`src/hdl/hlr_pkg.sv`:
```
// ----------------------------------------------------------------------------
// hlr_pkg
// Shared types and widths for the hex line rasteriser.
// ----------------------------------------------------------------------------
`default_nettype none

package hlr_pkg;

  localparam int COORD_W = 8;   // axial coordinate on the ports
  localparam int ACC_W   = 10;  // cube coordinate, s can reach 256
  localparam int DIST_W  = 9;   // raw hex distance, up to 510
  localparam int N_W     = 6;   // distance once within the limit (<= 63)
  localparam int DELTA_W = 8;   // per-step cube delta, |d| <= N

  typedef struct packed {
    logic signed [COORD_W-1:0] start_q;
    logic signed [COORD_W-1:0] start_r;
    logic signed [COORD_W-1:0] end_q;
    logic signed [COORD_W-1:0] end_r;
  } line_req_t;

  typedef struct packed {
    logic signed [COORD_W-1:0] hex_q;
    logic signed [COORD_W-1:0] hex_r;
    logic                      last;
    logic                      too_far;
  } hex_item_t;

  // rounded coordinate of one lane and its rounding error (numerator over N)
  typedef struct packed {
    logic signed [ACC_W-1:0] rounded;
    logic [N_W-1:0]          err;
  } lane_res_t;

  typedef enum logic [1:0] {
    S_IDLE = 2'b01,
    S_RUN  = 2'b10
  } state_t;

endpackage

`default_nettype wire

```
`src/hdl/hlr_lane.sv`:
```
// ----------------------------------------------------------------------------
// hlr_lane
// One cube coordinate of the line. Holds the interpolated value as a floor
// quotient and remainder over N and steps it by its delta each hex, then
// rounds half away from zero and reports the rounding error.
// ----------------------------------------------------------------------------
`default_nettype none

module hlr_lane import hlr_pkg::*; (
  input  logic                      clk,
  input  logic                      init,
  input  logic                      step,
  input  logic signed [ACC_W-1:0]   start,
  input  logic signed [DELTA_W-1:0] delta,
  input  logic [N_W-1:0]            n,
  output lane_res_t                 res
);

  logic signed [ACC_W-1:0]   f;
  logic [N_W-1:0]            rem;
  logic signed [DELTA_W-1:0] d;

  logic signed [ACC_W-1:0]   f_next;
  logic [N_W-1:0]            rem_next;
  logic signed [DELTA_W:0]   t;
  logic signed [DELTA_W:0]   n_ext;
  logic [N_W:0]              twice;
  logic [N_W:0]              n_cmp;
  logic                      up;

  assign n_ext = $signed({{(DELTA_W+1-N_W){1'b0}}, n});
  assign t     = $signed({{(DELTA_W+1-N_W){1'b0}}, rem}) + (DELTA_W+1)'(d);

  // |d| <= N, so one correction keeps the remainder in [0, N)
  always_comb begin
    f_next   = f;
    rem_next = N_W'(t);
    if (t < 0) begin
      f_next   = f - ACC_W'(1);
      rem_next = N_W'(t + n_ext);
    end else if (t >= n_ext) begin
      f_next   = f + ACC_W'(1);
      rem_next = N_W'(t - n_ext);
    end
  end

  always_ff @(posedge clk) begin
    if (init) begin
      f   <= start;
      rem <= '0;
      d   <= delta;
    end else if (step) begin
      f   <= f_next;
      rem <= rem_next;
    end
  end

  // negative values take the tie downwards, i.e. away from zero
  assign twice = {rem, 1'b0};
  assign n_cmp = {1'b0, n};
  assign up    = (n != '0) && (f[ACC_W-1] ? (twice > n_cmp) : (twice >= n_cmp));

  assign res.rounded = f + $signed({{(ACC_W-1){1'b0}}, up});
  assign res.err     = up ? (n - rem) : rem;

endmodule

`default_nettype wire

```
`config.mk`:
```
export PLATFORM = sky130hd
export DESIGN_NAME = hlr_lane
export DESIGN_NICKNAME = d
export VERILOG_FILES = /design/src/hdl/hlr_pkg.sv /design/src/hdl/hlr_lane.sv
export SDC_FILE = /design/constraint.sdc
export NUM_CORES = 1
export LEC_CHECK = 0
export BUFFER_PORTS_ARGS = -buffer_cell sky130_fd_sc_hd__buf_2
export CAP_MARGIN = 15
export CORE_UTILIZATION = 40
export CTS_BUF_LIST = sky130_fd_sc_hd__clkbuf_16
export DETAILED_ROUTE_END_ITERATION = 7
export PLACE_DENSITY = 0.58
export SKIP_LAST_GASP = 1
export SLEW_MARGIN = 20
export SYNTH_ARGS = -nofsm -noshare
export SYNTH_HDL_FRONTEND = slang
export SYNTH_SLANG_ARGS = --single-unit
```
`constraint.sdc`:
```
create_clock -name clk -period 3.9 [get_ports clk]
set_input_delay 0.39 -clock clk [delete_from_list [all_inputs] [get_ports clk]]
set_output_delay 0.39 -clock clk [all_outputs]
set_load 0.02 [all_outputs]
```
* Word-level counts from Yosys, hierarchy flattened
Cells that the tools add are included.
Cells by class: add/subtract/negate cells 7, $lt $le $gt $ge 4, muxes and demuxes 8, reductions and logical operators 5
Operators by type and width (count):
- 10-bit two-way mux | 4
- 6-bit two-way mux | 3
- 6-bit subtractor | 2
- 10-bit by 2-bit adder with 10-bit output | 1
- 10-bit by 2-bit adder with 10-bit output, second input constant | 1
- 10-bit by 2-bit subtractor with 10-bit output, second input constant | 1
- 7-bit by 8-bit adder with 9-bit output | 1
- 9-bit by 7-bit >= comparator with 1-bit output | 1
- 9-bit by 1-bit < comparator with 1-bit output, second input constant | 1
- 7-bit by 6-bit >= comparator with 1-bit output | 1
- 7-bit by 6-bit greater-than comparator with 1-bit output | 1
- 6-bit adder | 1
- 6-bit nonzero test | 1
- 3-bit nonzero test | 1
- 2-bit AND reduction | 1
- 2-bit nonzero test | 1
- 1-bit logical AND | 1
- 1-bit two-way mux | 1
Storage, ports and cells: register bits after elaboration 24, bits of input ports 27, output and inout bits 16, word-level logic and storage cells 27

* Logic depth before layout (Yosys ltp)
Gate-level depths: netlist of the first run.
depth in word-level cells 6, depth in mapped cells 15, gate-level depth less buffers 15

* Worst setup path before layout of the first run
Ideal clock, no wire load.
path kind register to register, start point register d[0], end point register f[0] (enable), library setup time 0.336 ns, arrival 3.097 ns, data required time 3.564 ns, setup slack 0.466 ns, cell stages (with the launch flop) 15, buffers on the path 0, path through edfxtp_1 > ha_1 > fa_1 > a21oi_2 > nor2b_1 > nor2_1 > xor2_1 > inv_1 > ha_1 > nand2b_1 > a31oi_1 > o21ai_1 > and3_1 > a31oi_4 > a21o_1
Between the ends: longest elaborated chain between the ends 4
Ends and longest elaborated chain:
- start: declaration | RTL line hlr_lane.sv:21 | logic signed [DELTA_W-1:0] d;
- start signal: assignment | RTL line hlr_lane.sv:51 | d <= delta;
- 7-bit by 8-bit adder with 9-bit output (*) | RTL line hlr_lane.sv:32 | assign t = $signed({{(DELTA_W+1-N_W){1'b0}}, rem}) + (DELTA_W+1)'(d);
- 9-bit by 1-bit < comparator with 1-bit output / 9-bit by 7-bit >= comparator with 1-bit output (equally long branches) | RTL line hlr_lane.sv:38, hlr_lane.sv:41
- 3-bit nonzero test (no source line) (*)
- 2-bit AND reduction (no source line) (*)
- end signal: assignment | RTL line hlr_lane.sv:49 | f <= start;
- end signal: assignment | RTL line hlr_lane.sv:53 | f <= f_next;
- end: declaration | RTL line hlr_lane.sv:19 | logic signed [ACC_W-1:0] f;
Every way passes the cells marked *; elsewhere a longest branch is shown, timed or not. A chain may end at the register's enable or synchronous reset.

* Worst setup path after layout of the first run
start point register rem[0], end point register rem[4]
Between the ends: longest elaborated chain between the ends 4
Ends and longest elaborated chain:
- start: declaration | RTL line hlr_lane.sv:20 | logic [N_W-1:0] rem;
- start signal: assignment | RTL line hlr_lane.sv:54 | rem <= rem_next;
- 7-bit by 8-bit adder with 9-bit output (*) | RTL line hlr_lane.sv:32
- 9-bit by 7-bit >= comparator with 1-bit output / 6-bit subtractor (equally long branches) | RTL line hlr_lane.sv:41, hlr_lane.sv:43
- 6-bit two-way mux | RTL line hlr_lane.sv:41 | end else if (t >= n_ext) begin
- 6-bit two-way mux (*) | RTL line hlr_lane.sv:38 | if (t < 0) begin
Marked as above.

==> summary.md, run 1 <==
| Metric | Value |
|---|---|
| Area of the multi-input gates | `1970 sq um` |
| Setup violations, final | `0` |
| CP max stage cell | `fa_1` |
| Wire length of the first global-routing pass | `about 11,000 um` |
| Clock Tree Root | `clkbuf_16` |
| First DRT Iteration DRCs | `about 90` |
| HPWL after detailed placement | `5470 um` |
| Number of optimization iterations in the first detailed-route pass | `4` |
| Leakage | `about 0.0015 uW` |
| P_int | `around 1300 uW` |
| Count of final max-slew check failures | `0` |
| Portion of synthesized cell area occupied by the leading cell type | `~20%` |
| Cell repeated most along the worst path | `ha_1` |
| Max_cap viols | `0` |
| Path depth of the worst reg2reg path | `16` |
| Row Count | `29` |
| ANT nets after route | `0` |
| Die area | `roughly 7300 sq um` |
| PwrDens | `~770 nW/um^2` |
| Avg Cell Area, Syn | `slightly below 9 sq um` |
| Fin crit period | `about 3700 ps` |
| Final standard cell utilization of the core | `approximately 50%` |
| Most common library cell in the layout ignoring fill and taps | `buf_2` |
| Placeable core region | `6530 sq um` |
| Share of final-layout standard cells stronger than drive strength 1 | `about a fifth` |
| IO Pins | `43` |
| Starting Density | `about 42%` |
| Global route overflow | `0` |
| Count of warnings emitted by yosys | `0` |
| Outcome | `finished, final reports clean` |
| Highest-count cells in the layout ignoring fill and taps | `buf_2, ha_1, inv_1, nor2_1, nand2_1` |
| Post-Synthesis Net Count | `381` |
| Layout filler cell count | `663` |
| All-layer global routing usage | `between 10% and 20%` |
| Crit path launch type | `flip-flop` |
| Maximum operating frequency | `between 0.2 and 0.3 GHz` |
| Worst vdd ir | `~0.00043 V` |
| Bufs and invs on worst path | `2` |
| Setup repair after global routing missed its margin | `false` |
| Register bit count reported by yosys | `24` |
| Switch share | `47.0%` |
| Vertical die dimension | `around 85 um` |
| Share of synthesized area occupied by flip-flops and latches | `between 20% and 30%` |
| Maximum clock path buffer count | `2` |
| Vias in the first global route | `around 2.4k` |
| Start point of the critical path | `rem[0]` |
| Top cell type by total area after synthesis | `edfxtp_1` |
| Switching power | `1150 uW` |
| Clock slew at reported path FFs | `70 ps` |
| Worst hold stages | `1` |
| Die Width | `85.2 um` |
| CP peak stage delay | `~440 ps` |
| Antenna violations before repair | `0` |
| Category of the worst setup path capture point | `flip-flop` |
| Main area contributors after synthesis | `edfxtp_1, ha_1, xnor2_1` |
| Count of antenna diodes in the layout | `0` |
| Worst path arrival time | `roughly 3800 ps` |
| Synthesized netlist cell count | `~310` |
| Count of vias placed by the detailed router | `2,373` |
| Final clock period utilization by the worst path | `a little over nine tenths` |
| Sink count of the clock tree | `24` |
| Maximum fanout along the worst path | `6` |
| Post-CTS Setup Repair Bufs | `0` |
| Post-synthesis cell type count | `just under 60` |
| Data required time of the critical path | `between 4000 and 5000 ps` |
| CP Class | `reg -> reg` |
| Part of the power in the clock network | `12.2%` |
| Setup skew after layout | `slightly above 7 ps` |
| Comb power frac | `69.1%` |
| Flop pwr share | `18.8%` |
| Count of H-tree levels built during CTS | `1` |
| Wirelength, routed | `about 6800 um` |
| Worst min-delay path startpoint | `delta[3]` |
| Synthesis-to-layout area growth | `15.2%` |
| Maximum number of pins on one net before global-route repair | `39` |
| Number of buffers inserted during clock tree synthesis | `3` |
| Area of the mapped netlist | `~2800 sq um` |
| Average wire length per cell after detail routing | `about 16 um` |
| Fraction of synthesis flops using an asynchronous set or reset pin | `0%` |
| Worst slew pin tran | `about 730 ps` |
| Capturing point of the worst reg2reg path | `rem[4]` |
| Post-detailed-route via-to-cell ratio | `5.49` |
| Classification of the worst-slack hold path | `in -> reg` |
| End point of the worst hold path | `d[3]` |
| Count of flip-flops with a built-in enable after synthesis | `18` |
| Crit path max-delay family | `adder cells` |
| Register area | `around 660 sq um` |
| Hold Fails Final Rpt | `0` |
| Setup TNS Final | `0 ps` |
| IO Port Bufs | `42` |
| Placer Congestion | `about 0.88` |
| DRC violation count after routing | `0` |
| Skew-Pair Late Insertion Delay | `~260 ps` |
| Cell Chain, Critical Path | `ha_1 -> fa_1 -> a21oi_2 -> nor2b_1 -> nor2_1 -> xor2_1 -> inv_1 -> ha_1 -> nand2b_1 -> a31oi_1 -> o21ai_1 -> and3_1 -> a31oi_4 -> buf_4 -> o221ai_1 -> a22o_1` |
| Synth Flop Type | `edfxtp_1` |
| CTS tree | `yes` |
| Start of the worst register-to-register path | `rem[0]` |
| Total number of nets in the final design | `about 430` |
| Setup slack of the worst register-to-register path | `about 240 ps` |
| Headroom to the max-slew limit | `between 50% and 60%` |
final cells by class:
cell class              count  share of cell area (%)
multi-input cells         250                    61.6
flip-flops and latches     24                    20.7
repair buffers             48                    8.00
inverters                  29                    3.41
well taps                  77                    3.02
clock buffers               3                    2.35
clock inverters             1                   0.941
power groups by stage:
stage | clock network, uW | registers [uW] | logic, uW
floorplan | 0 | 430 | 1300
global placement | 0 | 467 | 1680
detailed placement | 0 | 466 | 1680
CTS | 303 | 461 | 1690
global route | 311 | 472 | 1890
finish | 298 | 459 | 1690
what timing repair did:
item | in CTS | in global routing
hold buffers | 0 | 0
setup endpoints to repair | 0 | 12
resized for setup | 0 | 2
sequential cells by signal, indices dropped and copies added (netlist names):
signal  count
d           8
f          10
rem         6
logic make-up (layout without fill, tap and decap cells):
family	Yosys count	count (layout)	share of synthesized area (%)
AO/OA/AOI/OAI	80	80	21.2
XOR/XNOR	29	29	9.17
adder cells (fa/ha/maj)	42	42	20.3
buffers and inverters	38	81	5.28
flip-flops	24	24	23.8
multiplexers	10	10	3.70
AND/OR/NAND/NOR	89	89	16.5
Yosys cell counts, types with 3 or more instances:
master	count
ha_1	37
edfxtp_1	18
buf_2	3
o21ai_1	4
mux2i_1	8
nand3_1	8
a21oi_1	16
o31ai_1	5
nand3b_1	4
xor2_1	14
o21a_1	5
inv_1	28
nand2_1	20
o21bai_1	3
nor2_1	22
dfxtp_1	6
nand2b_1	3
nor3_1	8
fa_1	5
clkbuf_1	5
xnor2_1	15
and3_1	8
a21o_1	7
o21ai_0	11
nor2b_1	5
a22o_1	3
a211oi_1	4
worst max path at each step:
stage                     endpoint  slack [ps]  cells after the start
after CTS                     f[6]         160                     14
after global placement        f[9]         290                     13
final                       rem[4]         240                     16
after global routing          f[8]          30                     14
after floorplan               f[0]         470                     14
after detailed placement      f[6]         190                     14
per-stage QoR:
step / area [sq um] / cells / hold WS [ps] / total power, uW / worst slack (ps)
6_report: 3190 / 432 / 307 / 2450 / 235
5_1_grt: 3190 / 432 / 302 / 2670 / 27.1
4_1_cts: 3190 / 432 / 301 / 2460 / 157
3_5_place_dp: 3080 / 428 / 540 / 2150 / 193
3_3_place_gp: 3080 / 428 / 536 / 2140 / 289
2_1_floorplan: 2770 / 312 / 489 / 1730 / 466
metal layers:
metal  GRT usage [%]  part of all wire [%]
met5               0                     0
met4            5.39                   1.4
met3            3.11                   4.1
met2            32.5                    46
met1            26.3                    49
worst register-to-register path: stages (launching register included):
cell and delay (ps):
dfxtp_1 350, ha_1 290, fa_1 440, a21oi_2 220
nor2b_1 70, nor2_1 120, xor2_1 200, inv_1 90
ha_1 330, nand2b_1 180, a31oi_1 170, o21ai_1 130
and3_1 230, a31oi_4 150, buf_4 190, o221ai_1 140
a22o_1 260
No activity file was read; power rests on OpenSTA's default activity.
==> inputs of run 2 (changes only) <==
--- a/config.mk
+++ b/config.mk
@@ -7,6 +7,7 @@
 export LEC_CHECK = 0
 export BUFFER_PORTS_ARGS = -buffer_cell sky130_fd_sc_hd__buf_2
 export CAP_MARGIN = 15
+export CORE_MARGIN = 5
 export CORE_UTILIZATION = 40
 export CTS_BUF_LIST = sky130_fd_sc_hd__clkbuf_16
 export DETAILED_ROUTE_END_ITERATION = 7
==> run 2 against run 1 <==
  * Wire length fell by 1.8%
  * Clock power fell by 21%
  * Sequential share of layout area rose by 0.11 points
  * Critical path type unchanged
  * Critical endpoint is now f[6]
==> summary.md, run 2 (synthesis gave the netlist of run 1 again) <==
| Metric | Value |
|---|---|
| Placer Congestion | `approximately 0.88` |
| Global route overflow | `0` |
| Worst vdd ir | `~0.00025 V` |
| CP peak stage delay | `about 380 ps` |
| Die area | `between 8000 and 9000 sq um` |
| Post-detailed-route via-to-cell ratio | `5.35` |
| Worst slew pin tran | `679 ps` |
| Classification of the worst-slack hold path | `in -> reg` |
| Registers with the most flip-flops | `f x10, d x8, rem x6` |
| Count of final max-slew check failures | `0` |
| Max_cap viols | `0` |
| Share of final-layout standard cells stronger than drive strength 1 | `between 15 and 20%` |
| Setup repair after global routing missed its margin | `false` |
| Worst min-delay path startpoint | `delta[2]` |
| Number of instances resized during post-cts repair | `0` |
| Capturing point of the worst reg2reg path | `f[6]` |
| Skew-Pair Late Insertion Delay | `260 ps` |
| Fin crit period | `3610 ps` |
| First DRT Iteration DRCs | `95` |
| Bufs and invs on worst path | `2` |
| Headroom to the max-slew limit | `a little over half` |
| CP Class | `reg -> reg` |
| Count of H-tree levels built during CTS | `1` |
| Placeable core region | `approximately 6800 sq um` |
| Count of antenna diodes in the layout | `0` |
| CP max stage cell | `edfxtp_1` |
| IO Pins | `43` |
| HPWL after detailed placement | `roughly 5400 um` |
| Start of the worst register-to-register path | `d[0]` |
| Max FFs per register | `10` |
| Clock Tree Root | `clkbuf_16` |
| Worst hold stages | `1` |
| Category of the worst setup path capture point | `flip-flop` |
| Final clock period utilization by the worst path | `slightly above 90%` |
| Setup TNS Final | `0 ps` |
| All-layer global routing usage | `between 10% and 20%` |
| Setup violations, final | `0` |
| Clock slew at reported path FFs | `around 70 ps` |
| Row Count | `30` |
| Cell repeated most along the worst path | `ha_1` |
| Hold Fails Final Rpt | `0` |
| Hold Buf Count CTS | `0` |
| Maximum clock path buffer count | `2` |
| IO Port Bufs | `42` |
| Data required time of the critical path | `between 3000 and 4000 ps` |
| Worst path arrival time | `roughly 3600 ps` |
| Average wire length per cell after detail routing | `15.3 um` |
| Post-CTS Setup Repair Bufs | `0` |
| Vias in the first global route | `~2.3k` |
| DRC violation count after routing | `0` |
| Highest-count cells in the layout ignoring fill and taps | `buf_2, ha_1, inv_1, nor2_1, nand2_1` |
| Wire length of the first global-routing pass | `between 10,000 and 15,000 um` |
| Vertical die dimension | `93.2 um` |
| Setup skew after layout | `4.05 ps` |
| Antenna violations before repair | `0` |
| Top reg by flops | `f` |
| Die Width | `around 93 um` |
| Most common library cell in the layout ignoring fill and taps | `buf_2` |
| Cell Chain, Critical Path | `ha_1 -> fa_2 -> a21oi_2 -> nor2b_1 -> nor2_1 -> xor2_1 -> inv_1 -> ha_1 -> nand2b_1 -> a31oi_1 -> o21ai_1 -> and3_1 -> a31oi_4 -> a21o_1 -> buf_4` |
| Setup slack of the worst register-to-register path | `around 290 ps` |
| Leakage | `around 0.0015 uW` |
| Crit path max-delay family | `adder cells` |
| Maximum operating frequency | `between 0.2 and 0.3 GHz` |
| Total number of nets in the final design | `approximately 430` |
| Number of buffers inserted during clock tree synthesis | `3` |
| Wirelength, routed | `between 6000 and 7000 um` |
| Maximum number of pins on one net before global-route repair | `39` |
| Number of optimization iterations in the first detailed-route pass | `5` |
| Sink count of the clock tree | `24` |
| Crit path launch type | `flip-flop` |
| Outcome | `finished, final reports clean` |
| Synthesis-to-layout area growth | `14.6%` |
| Path depth of the worst reg2reg path | `15` |
| Fin Hold WS | `296 ps` |
| End point of the worst hold path | `d[2]` |
| Count of vias placed by the detailed router | `2,327` |
| ANT nets after route | `0` |
| PwrDens | `approximately 750 nW/um^2` |
| CTS tree | `yes` |
| Starting Density | `between 40 and 50%` |
| Maximum fanout along the worst path | `10` |
[run 2: stage by stage]
stage / util [%] / setup WS (ps) / instance area (sq um) / std cells / power [uW]
floorplan: - / 466 / 2770 / 312 / 1730
global placement: 45.7 / 249 / 3090 / 431 / 2130
detailed placement: 45.7 / 198 / 3090 / 431 / 2140
CTS: 46.9 / 182 / 3170 / 435 / 2380
global route: 47.0 / 25.3 / 3180 / 435 / 2610
finish: 47.0 / 294 / 3180 / 435 / 2380
[run 2: worst max-delay path by stage]
stage / from / end / slack [ps] / depth (start not counted)
finish: d[0] / f[6] / 290 / 15
global placement: d[0] / f[9] / 250 / 14
floorplan: d[0] / f[0] / 470 / 14
CTS: d[0] / f[9] / 180 / 14
global route: d[0] / rem[1] / 30 / 16
detailed placement: d[0] / f[9] / 200 / 14
[run 2: power by group]
| group | internal (uW) | switching [uW] | total (uW) |
|---|---|---|---|
| combinational | 729 | 955 | 1680 |
| clock | 138 | 96.8 | 234 |
| sequential | 366 | 95.4 | 461 |
[run 2: layout make-up]
class / instances / area, sq um
clock buffers: 3 / 75.1
clock inverters: 1 / 3.75
fillers: 685 / 3580
inverters: 29 / 109
multi-input cells: 250 / 1970
flip-flops and latches: 24 / 661
well taps: 80 / 100
repair buffers: 48 / 255
[run 2: per-layer routing]
metal / up-vias / GRT usage [%] / share of wire, %
met2: 48 / 24.7 / 44
met1: 1065 / 22.8 / 51
met5: - / 0 / 0
met3: 7 / 2.33 / 4.3
li1: 1207 / - / -
met4: 0 / 4.03 / 1.3
